$ cat src/hdl/vgu_pkg.sv
package vgu_pkg;

    localparam int DataWidthDef   = 32;
    localparam int FracBitsDef    = 16;
    localparam int CordicStepsDef = 16;
    localparam int FieldW         = 32;
    localparam int MatDim         = 4;
    localparam int MatEntries     = 16;
    localparam int AtanCount      = 24;
    localparam int CordicQ        = 30;
    localparam logic signed [33:0] CordicGain = 34'sd652032874;

    // function codes
    localparam logic [2:0] FN_LOAD  = 3'd0;
    localparam logic [2:0] FN_XFORM = 3'd1;
    localparam logic [2:0] FN_SCALE = 3'd2;
    localparam logic [2:0] FN_ADD   = 3'd3;
    localparam logic [2:0] FN_DOT   = 3'd4;
    localparam logic [2:0] FN_CROSS = 3'd5;
    localparam logic [2:0] FN_ROTX  = 3'd6;
    localparam logic [2:0] FN_ROTY  = 3'd7;

    // atan(2^-i), full turn = 2^32
    function automatic logic signed [33:0] atan_lut(input logic [4:0] i);
        case (i)
            5'd0:  atan_lut = 34'sh020000000;
            5'd1:  atan_lut = 34'sh012E4051D;
            5'd2:  atan_lut = 34'sh009FB385B;
            5'd3:  atan_lut = 34'sh0051111D4;
            5'd4:  atan_lut = 34'sh0028B0D43;
            5'd5:  atan_lut = 34'sh00145D7E1;
            5'd6:  atan_lut = 34'sh000A2F61E;
            5'd7:  atan_lut = 34'sh000517C55;
            5'd8:  atan_lut = 34'sh00028BE53;
            5'd9:  atan_lut = 34'sh000145F2E;
            5'd10: atan_lut = 34'sh0000A2F98;
            5'd11: atan_lut = 34'sh0000517CC;
            5'd12: atan_lut = 34'sh000028BE6;
            5'd13: atan_lut = 34'sh0000145F3;
            5'd14: atan_lut = 34'sh00000A2F9;
            5'd15: atan_lut = 34'sh00000517C;
            5'd16: atan_lut = 34'sh0000028BE;
            5'd17: atan_lut = 34'sh00000145F;
            5'd18: atan_lut = 34'sh000000A2F;
            5'd19: atan_lut = 34'sh000000517;
            5'd20: atan_lut = 34'sh00000028B;
            5'd21: atan_lut = 34'sh000000145;
            5'd22: atan_lut = 34'sh0000000A2;
            5'd23: atan_lut = 34'sh000000051;
            default: atan_lut = '0;
        endcase
    endfunction

endpackage

$ cat src/hdl/vgu_cordic.sv
module vgu_cordic #(
    parameter int FRAC_BITS    = vgu_pkg::FracBitsDef,
    parameter int CORDIC_STEPS = vgu_pkg::CordicStepsDef
) (
    input  logic               aclk,
    input  logic               aresetn,
    input  logic               start,
    input  logic signed [15:0] angle,
    output logic               done,
    output logic signed [33:0] cos_out,
    output logic signed [33:0] sin_out
);
    import vgu_pkg::*;

    localparam int Steps = (CORDIC_STEPS < AtanCount) ? CORDIC_STEPS : AtanCount;
    localparam int Sh    = CordicQ - FRAC_BITS;
    localparam logic signed [33:0] Half = 34'sd1 <<< (Sh - 1);

    logic signed [33:0] x_reg, x_next, y_reg, y_next, z_reg, z_next;
    logic [4:0]         i_reg, i_next;
    logic               busy_reg, busy_next, neg_reg, neg_next, done_reg, done_next;
    logic signed [33:0] xs, ys, xr, yr;
    logic signed [16:0] ang_adj;

    assign xs = x_reg >>> i_reg;
    assign ys = y_reg >>> i_reg;
    assign xr = (x_reg + Half) >>> Sh;
    assign yr = (y_reg + Half) >>> Sh;
    assign cos_out = neg_reg ? -xr : xr;
    assign sin_out = neg_reg ? -yr : yr;
    assign done = done_reg;

    // one micro-rotation per cycle
    always_comb begin
        x_next = x_reg; y_next = y_reg; z_next = z_reg; i_next = i_reg;
        busy_next = busy_reg; neg_next = neg_reg; done_next = 1'b0;
        ang_adj = 17'(angle);
        if (start) begin
            neg_next = 1'b0;
            if (angle > 16'sd16384) begin
                ang_adj = 17'(angle) - 17'sd32768; neg_next = 1'b1;
            end else if (angle < -16'sd16384) begin
                ang_adj = 17'(angle) + 17'sd32768; neg_next = 1'b1;
            end
            x_next = CordicGain; y_next = '0;
            z_next = 34'(ang_adj) <<< 16;
            i_next = '0; busy_next = 1'b1;
        end else if (busy_reg) begin
            if (!z_reg[33]) begin
                x_next = x_reg - ys; y_next = y_reg + xs; z_next = z_reg - atan_lut(i_reg);
            end else begin
                x_next = x_reg + ys; y_next = y_reg - xs; z_next = z_reg + atan_lut(i_reg);
            end
            i_next = i_reg + 5'd1;
            if (i_reg == 5'(Steps - 1)) begin
                busy_next = 1'b0; done_next = 1'b1;
            end
        end
    end

    always_ff @(posedge aclk) begin
        x_reg <= x_next; y_reg <= y_next; z_reg <= z_next;
        i_reg <= i_next; neg_reg <= neg_next;
        if (!aresetn) begin
            busy_reg <= 1'b0; done_reg <= 1'b0;
        end else begin
            busy_reg <= busy_next; done_reg <= done_next;
        end
    end

    assert property (@(posedge aclk) disable iff (!aresetn) done_reg |-> !busy_reg)
        else $error("cordic done while busy");
    assert property (@(posedge aclk) disable iff (!aresetn) busy_reg |-> !done_reg)
        else $error("cordic busy and done");
    assert property (@(posedge aclk) disable iff (!aresetn) start |=> busy_reg)
        else $error("cordic did not start");
endmodule

$ cat config.mk
export PLATFORM = sky130hd
export DESIGN_NAME = vgu_cordic
export DESIGN_NICKNAME = d
export VERILOG_FILES = /design/src/hdl/vgu_pkg.sv /design/src/hdl/vgu_cordic.sv
export SDC_FILE = /design/constraint.sdc
export NUM_CORES = 1
export LEC_CHECK = 0
export ABC_AREA = 1
export BUFFER_PORTS_ARGS = -buffer_cell sky130_fd_sc_hd__buf_2
export CAP_MARGIN = 20
export CORE_ASPECT_RATIO = 1.1
export CORE_UTILIZATION = 25
export DETAILED_ROUTE_END_ITERATION = 10
export PLACE_DENSITY_LB_ADDON = 0.05
export SYNTH_ARGS = -nofsm -noshare
export SYNTH_HDL_FRONTEND = slang
export SYNTH_SLANG_ARGS = --single-unit
$ cat constraint.sdc
create_clock -name aclk -period 3.9 [get_ports aclk]
set_input_delay 1.17 -clock aclk [delete_from_list [all_inputs] [get_ports aclk]]
set_output_delay 1.17 -clock aclk [all_outputs]
set_load 0.02 [all_outputs]
==> Flow_metrics.wiki, run 1 <==
{| class="wikitable"
! Metric !! Value
|-
| Result of the run || complete, but fails checks
|-
| Failing checks || negative setup slack
|-
| Reported leakage power || ~15 nW
|-
| Worst IR Drop VDD || 0.0004096 V
|-
| Max-slew headroom || 33.73%
|-
| Antenna-violating nets left || 0
|-
| Die Y || 283.3 um
|-
| HP Class || flip-flop to flip-flop
|-
| Met1 Track Usage GR || 27.90%
|-
| Crit path arrival time || just under 5 ns
|-
| RSZ-0062 raised after global routing || yes
|-
| Ports || 88
|-
| Most repeated library cell on the critical path || sky130_fd_sc_hd__nand3_1
|-
| Placement Rows || 102
|-
| Die extent in x || between 200 and 300 um
|-
| Count of hold-fix buffers inserted at cts || 0
|-
| First-pass GRT wire length || 128.9 mm
|-
| Proportion of layout cells with a drive suffix above 1 || 45.38%
|-
| Xor-xnor portion of the synthesized cell area || 10.22%
|-
| Type of origin of the critical path || flip-flop
|-
| Final WL || about 85 mm
|-
| Final period demand of the worst path || 4.458 ns
|-
| CTS tree || yes
|-
| Final Instance Count excl. Fillers || 4909
|-
| FF+latch count, synth || 140
|-
| Global route total overflow || 0
|-
| Combinational family with the most area after synthesis || simple AND/OR/NAND/NOR gates
|-
| Proportion of synthesized chip area in sequential cells || 16.64%
|-
| Via/cell ratio || 4.806
|-
| Port bufs || 87
|-
| Distinct cell type count of the synthesized netlist || 65
|-
| Number of standard cells after synthesis || 3026
|-
| Via Count || approximately 24000
|-
| Maximum number of pins on one net before global-route repair || 73
|-
| Half-perimeter wire length after placement || ~66 mm
|-
| Core Footprint || 70830 um^2
|-
| Drc violations || 0
|-
| Simple-gate share of the synthesized area || about two fifths
|-
| Post-CTS clock slew at the launch and capture registers of the worst setup and hold paths || approximately 0.08 ns
|-
| Cell at the root of the clock tree || sky130_fd_sc_hd__clkbuf_16
|-
| Final worst slack || -0.5581 ns
|-
| Setup TNS || -27.46 ns
|-
| Met2 track utilization from global routing || about two fifths
|-
| Initial Util || ~25%
|-
| Critical Path Sink Type || flip-flop
|-
| Syn-to-layout area delta || 73.43%
|-
| Synthesized Nets || 3162
|-
| Maxcap violations || 0
|-
| GR met3 Demand/Resource || 2.192%
|-
| Most common cell after layout, fill and taps aside || sky130_fd_sc_hd__buf_4
|-
| Overall global routing resource usage || between 20% and 30%
|-
| Overall die area || 73010 um^2
|-
| Cell Pwr Density || 889.8 nW/um^2
|-
| Cell accounting for the most synthesized area || sky130_fd_sc_hd__nand2_1
|-
| Most frequent cells in the layout || sky130_fd_sc_hd__buf_4, sky130_fd_sc_hd__nand2_1, sky130_fd_sc_hd__nand3_1
|-
| Number of buffers added by the clock tree synthesis step || 17
|-
| Area contributors post-synth || sky130_fd_sc_hd__nand2_1, sky130_fd_sc_hd__dfxtp_1, sky130_fd_sc_hd__nand3_1, sky130_fd_sc_hd__ha_1, sky130_fd_sc_hd__xor2_1
|-
| Detailed-router iteration count before antenna repair || 5
|-
| Drt first-iter violations || 1199
|-
| Synth async-reset ratio || 0%
|-
| Worst Path Class, Setup || flip-flop to flip-flop
|-
| Synth Area in Compound Gates || between 10% and 20%
|-
| EDFF count, synth || 19
|-
| Final Max Tran Viols || 0
|-
| Clk_skew || 0.01418 ns
|-
| Maximum fanout count along the critical path || 18
|-
| Post-Synthesis Cell Area || 17980 um^2
|-
| Synthesis warning total || 0
|-
| CTS Buffer Depth || 2
|-
| Data required time of the worst path || 4.26 ns
|-
| CP peak stage delay || 0.45 ns
|-
| Final Setup Violations || 91
|-
| Antenna diode count || 0
|-
| H-tree levels || 4
|-
| Post-synth top flop || sky130_fd_sc_hd__dfxtp_1
|-
| Clk_lat worst skew || 0.50 ns
|-
| Most utilized layer in the global route result || met2
|-
| Actual slew at the worst max-slew pin || 0.9941 ns
|-
| Avg WL per Cell || 17.30 um
|-
| Share of synthesized cell area in full adder, half adder and majority cells || under 10%
|-
| Clock sinks || 140
|-
| Placed Cells || between 4000 and 5000
|-
| Net count reported at finish || about 4100
|-
| Final worst path period share || 114.3%
|-
| Mean instance size in the synthesized netlist || 5.943 um^2
|-
| Maximum achievable frequency || 224.3 MHz
|-
| Portion of netlist area occupied by mux cells || 0%
|-
| Area share of the largest cell type after synthesis || 16.51%
|-
| Final RePlAce weighted congestion || 0.9160
|-
| Hold violation total from the final report || 0
|-
| Number of antenna violations at the first check in global routing || 0
|-
| Slowest CP cell || sky130_fd_sc_hd__dfxtp_4
|-
| Number of global-route vias before repair || 23143
|}
-- where the power goes --
group	internal (W)	switching [W]	leakage [nW]	total (W)
registers	0.00187	0.000497	1.20	0.00237
logic	0.0116	0.0120	13.5	0.0236
clock network	0.000876	0.000936	0.300	0.00181
total	0.0143	0.0134	15.0	0.0277
-- layer usage --
metal  vias to the layer above  wire, um
met3                        90      2446
met5                         -         0
met4                         0      1850
met2                       423     43660
li1                      11959         -
met1                     11123     36950
-- cell usage after synthesis, types with 19 or more instances --
cell and number:
sky130_fd_sc_hd__nor2_1 272, sky130_fd_sc_hd__xor2_1 136, sky130_fd_sc_hd__nand3_1 440, sky130_fd_sc_hd__nor3_1 36
sky130_fd_sc_hd__o22ai_1 23, sky130_fd_sc_hd__o21a_1 19, sky130_fd_sc_hd__o21ai_1 22, sky130_fd_sc_hd__buf_1 25
sky130_fd_sc_hd__clkbuf_1 57, sky130_fd_sc_hd__nand2_2 20, sky130_fd_sc_hd__a31oi_1 26, sky130_fd_sc_hd__o21ai_0 181
sky130_fd_sc_hd__inv_1 270, sky130_fd_sc_hd__dfxtp_1 121, sky130_fd_sc_hd__edfxtp_1 19, sky130_fd_sc_hd__nand4_1 31
sky130_fd_sc_hd__a21oi_1 156, sky130_fd_sc_hd__ha_1 114, sky130_fd_sc_hd__xnor2_1 72, sky130_fd_sc_hd__buf_2 31
sky130_fd_sc_hd__nand2_1 791
-- path summary, 6_finish.rpt --
kind / from / to / slack (ns) / cells past startpoint
worst min register to register: z_reg[13] / z_reg[13] / 0.47 / 2
worst max-delay path: i_reg[0] / x_reg[32] / -0.56 / 25
worst min-delay path: z_reg[13] / z_reg[13] / 0.47 / 2
worst max register to register: i_reg[0] / x_reg[32] / -0.56 / 25
-- through the flow --
step	worst slack, ns	instance area [um^2]	hold slack, ns	util [%]	total power, W
after CTS	-0.5289	29090	0.4774	41.06	0.02569
after floorplan	-0.1270	18030	0.4347	-	0.01171
final	-0.5581	31190	0.4714	44.03	0.02775
after detailed placement	-1.228	25390	0.4580	35.84	0.02117
after global routing	-0.8284	31190	0.4938	44.03	0.03002
after global placement	-1.251	25390	0.4485	35.84	0.02115
-- what timing repair did --
item	CTS	global route
setup endpoints to repair	118	118
buffers inserted	63	55
gates resized for setup	606	401
hold endpoints to repair	0	0
pin swaps	181	199
gates cloned	9	1
-- cell families after synthesis --
kind of cell / after synthesis
AOI/OAI and AO/OA: 492
xor gates and xnor gates: 209
buffers and inverters: 409
and+or+nand+nor: 1659
adders and majority gates: 117
DFF: 140
-- layout make-up --
cell class	count	area, um^2
fillers	7398	39640
multi-input cells	2477	16930
repair buffers	1035	8304
flip-flops and latches	140	3048
well taps	936	1171
inverters	288	1114
clock buffers	17	425.4
clock inverters	15	188.9
repair inverters	1	8.758
-- critical path: cells and delay by family (launching register included) --
kind | cells | cell delay (ns)
compound gates | 6 | 0.97
xor+xnor | 1 | 0.19
fa+ha+maj | 1 | 0.24
buf+inv | 5 | 0.83
flops | 1 | 0.45
simple gates | 12 | 1.60
Note: power is estimated with default switching activity, not from simulation.
==> run 2, diff against run 1 <==
CTS_BUF_LIST = sky130_fd_sc_hd__clkbuf_8   (was not set)
==> run 2 against run 1 <==
Against the previous run:
- register-to-register slack got worse by 0.05 ns
- via count fell by 0.52%
- critical path type unchanged
- the run still ends with negative setup slack left
- combinational power fell by 2%
- largest cell class unchanged
==> Flow_metrics.wiki, run 2 (synthesis results as in run 1) <==
{| class="wikitable"
! Metric !! Value
|-
| Post-CTS clock slew at the launch and capture registers of the worst setup and hold paths || 0.12 ns (+0.04 ns)
|-
| Final WL || 84.64 mm (-0.32%)
|-
| Post-Route Hold Slack || 0.4787 ns (+0.007353 ns)
|-
| Critical Path Sink Type || flip-flop
|-
| Clock sinks || 140 (unchanged)
|-
| Maximum achievable frequency || 222.0 MHz (-1.0%)
|-
| Antenna-violating nets left || 0 (unchanged)
|-
| Worst IR Drop VDD || 0.0003561 V (-13%)
|-
| Cell Pwr Density || 880.7 nW/um^2 (-1.0%)
|-
| Wire length on met3 || 2.417 mm (-1.2%)
|-
| Drc violations || 0 (unchanged)
|-
| CTS Buffer Depth || 2 (unchanged)
|-
| First-pass GRT wire length || 125.4 mm (-2.7%)
|-
| Avg WL per Cell || 17.29 um (about the same)
|-
| Uppermost routed layer || met4
|-
| Cell at the root of the clock tree || sky130_fd_sc_hd__clkbuf_8
|-
| Number of buffers added by the clock tree synthesis step || 17 (unchanged)
|-
| Result of the run || complete, but fails checks
|-
| Area occupied by multi-input gates || 16720 um^2 (-1.2%)
|-
| Type of origin of the critical path || flip-flop
|-
| Clk_skew || 0.02257 ns (+0.008389 ns)
|-
| Most frequent cells in the layout || sky130_fd_sc_hd__buf_4, sky130_fd_sc_hd__nand2_1, sky130_fd_sc_hd__nand3_1
|-
| Placement Rows || 102 (unchanged)
|-
| Metal1 wirelength || 37.18 mm (+0.61%)
|-
| Number of antenna violations at the first check in global routing || 1 (+1)
|-
| Core Footprint || 70830 um^2 (unchanged)
|-
| Syn-to-layout area delta || 70.19%
|-
| Actual slew at the worst max-slew pin || 0.9873 ns (-0.006715 ns)
|-
| Final period demand of the worst path || 4.505 ns (+0.04642 ns)
|-
| RSZ-0062 raised after global routing || yes
|-
| Overall die area || 73010 um^2 (unchanged)
|-
| Maxcap violations || 0 (unchanged)
|-
| Count of hold-fix buffers inserted at cts || 0 (unchanged)
|-
| Dpl cell area || 25390 um^2 (unchanged)
|-
| Fill cell total of the finished layout || 7445 (+0.64%)
|-
| Crit path arrival time || 4.95 ns (+0.13 ns)
|-
| Via/cell ratio || 4.794 (-0.25%)
|-
| Detailed-router iteration count before antenna repair || 5 (unchanged)
|-
| Final Setup Violations || 95 (+4.4%)
|-
| Final worst path period share || 115.5% (+1.2 points)
|-
| Proportion of layout cells with a drive suffix above 1 || 44.76% (-0.62 points)
|-
| Wire length on met2 || 42.86 mm (-1.8%)
|-
| Cell area after layout || 30600 um^2 (-1.9%)
|-
| Footprint of the flip-flops and latches || 3047 um^2 (about the same)
|-
| Drt first-iter violations || 1249 (+4.2%)
|-
| Max-slew headroom || 34.18% (+0.45 points)
|-
| Via Count || 23473 (-0.52%)
|-
| Die Y || 283.3 um (unchanged)
|-
| HP Class || flip-flop to flip-flop
|-
| Final Max Tran Viols || 0 (unchanged)
|-
| Worst Path Class, Setup || flip-flop to flip-flop
|-
| Reported leakage power || 14.77 nW (-1.8%)
|-
| Ports || 88 (unchanged)
|-
| Maximum number of pins on one net before global-route repair || 73 (unchanged)
|-
| CTS tree || yes
|-
| Half-perimeter wire length after placement || 66.44 mm (unchanged)
|-
| Net count reported at finish || 4082 (-0.34%)
|-
| Maximum fanout count along the critical path || 18 (unchanged)
|-
| Initial Util || 25.39% (unchanged)
|-
| Final worst slack || -0.6045 ns (-0.04642 ns)
|-
| Number of global-route vias before repair || 22675 (-2.0%)
|-
| Final RePlAce weighted congestion || 0.9160 (unchanged)
|-
| Global route total overflow || 0 (unchanged)
|-
| H-tree levels || 4 (unchanged)
|-
| Clk_lat worst skew || 0.58 ns (+0.08 ns)
|-
| Data required time of the worst path || 4.34 ns (+0.08 ns)
|-
| Most common cell after layout, fill and taps aside || sky130_fd_sc_hd__buf_4
|-
| Hold violation total from the final report || 0 (unchanged)
|-
| Overall global routing resource usage || 22.13% (-0.53 points)
|-
| Die extent in x || 257.7 um (unchanged)
|-
| Port bufs || 87 (unchanged)
|-
| Failing checks || negative setup slack
|}
[run 2: changes by cell type in the layout (fill, tap and decap cells not counted), sizes merged]
| cell | delta |
|---|---|
| buf | -17 |
| bufbuf | -1 |
| clkbuf | +3 |
| diode | +1 |
| or2 | +1 |
[run 2: layout make-up]
class                           instances  area share [%]
Clock buffer                           17          0.7645
Inverter                              288           3.663
Timing Repair inverter                  1         0.02862
Clock inverter                         15          0.6174
Multi-Input combinational cell       2478           54.62
Sequential cell                       140           9.955
Timing Repair Buffer                 1020           26.51
Antenna cell                            1        0.008177
Tap cell                              936           3.827
[run 2: worst paths after layout]
path	startpoint	end	slack (ns)	cells past startpoint
setup reg to reg	i_reg[0]	x_reg[32]	-0.60	25
hold reg to reg	z_reg[8]	z_reg[8]	0.48	2
setup / recovery	i_reg[0]	x_reg[32]	-0.60	25
hold / removal	z_reg[8]	z_reg[8]	0.48	2
[run 2: per-layer routing]
| metal | vias up | global-route usage (%) |
|---|---|---|
| met2 | 394 | 39.66 |
| li1 | 11912 | - |
| met5 | - | 0 |
| met1 | 11073 | 27.07 |
| met3 | 94 | 2.818 |
| met4 | 0 | 7.086 |
[run 2: repair_timing]
item	in CTS	in global routing
gates resized for setup	396	585
pin swaps	102	231
endpoints found under the setup margin	122	122
gates cloned	4	7
setup buffers	44	59
[run 2: report_power, final]
group          switching [W]  internal [W]  total, W
combinational         0.0119        0.0113    0.0232
sequential          0.000485       0.00187   0.00236
clock               0.000880      0.000501   0.00138
[run 2: metrics by stage]
step	setup TNS (ns)	instances	power [W]	setup slack [ns]	utilization (%)
floorplan	-0.2156	3026	0.01171	-0.1270	-
global placement	-45.90	4752	0.02115	-1.251	35.84
detailed placement	-47.26	4752	0.02117	-1.228	35.84
CTS	-39.70	4832	0.02444	-0.6562	39.23
global route	-57.80	4896	0.02916	-0.8590	43.21
finish	-32.86	4896	0.02695	-0.6045	43.21
[run 2: critical path, stage by stage, from the launching register on]
cell	delay, ns
sky130_fd_sc_hd__dfxtp_4	0.49
sky130_fd_sc_hd__buf_12	0.14
sky130_fd_sc_hd__buf_16	0.15
sky130_fd_sc_hd__nand2_1	0.08
sky130_fd_sc_hd__buf_4	0.13
sky130_fd_sc_hd__nand3_1	0.09
sky130_fd_sc_hd__nand3_1	0.13
sky130_fd_sc_hd__nand3_1	0.18
sky130_fd_sc_hd__nand3_1	0.15
sky130_fd_sc_hd__nand2_2	0.17
sky130_fd_sc_hd__nor2_1	0.08
sky130_fd_sc_hd__and2_1	0.18
sky130_fd_sc_hd__a41oi_1	0.22
sky130_fd_sc_hd__buf_4	0.19
sky130_fd_sc_hd__nor2_4	0.05
sky130_fd_sc_hd__xnor2_2	0.14
sky130_fd_sc_hd__ha_1	0.31
sky130_fd_sc_hd__buf_4	0.15
sky130_fd_sc_hd__a21oi_2	0.14
sky130_fd_sc_hd__o21a_1	0.17
sky130_fd_sc_hd__o21ai_0	0.11
sky130_fd_sc_hd__a221oi_1	0.27
sky130_fd_sc_hd__nand2_1	0.18
sky130_fd_sc_hd__or2_2	0.30
sky130_fd_sc_hd__nand3_1	0.06
sky130_fd_sc_hd__o21ai_0	0.08
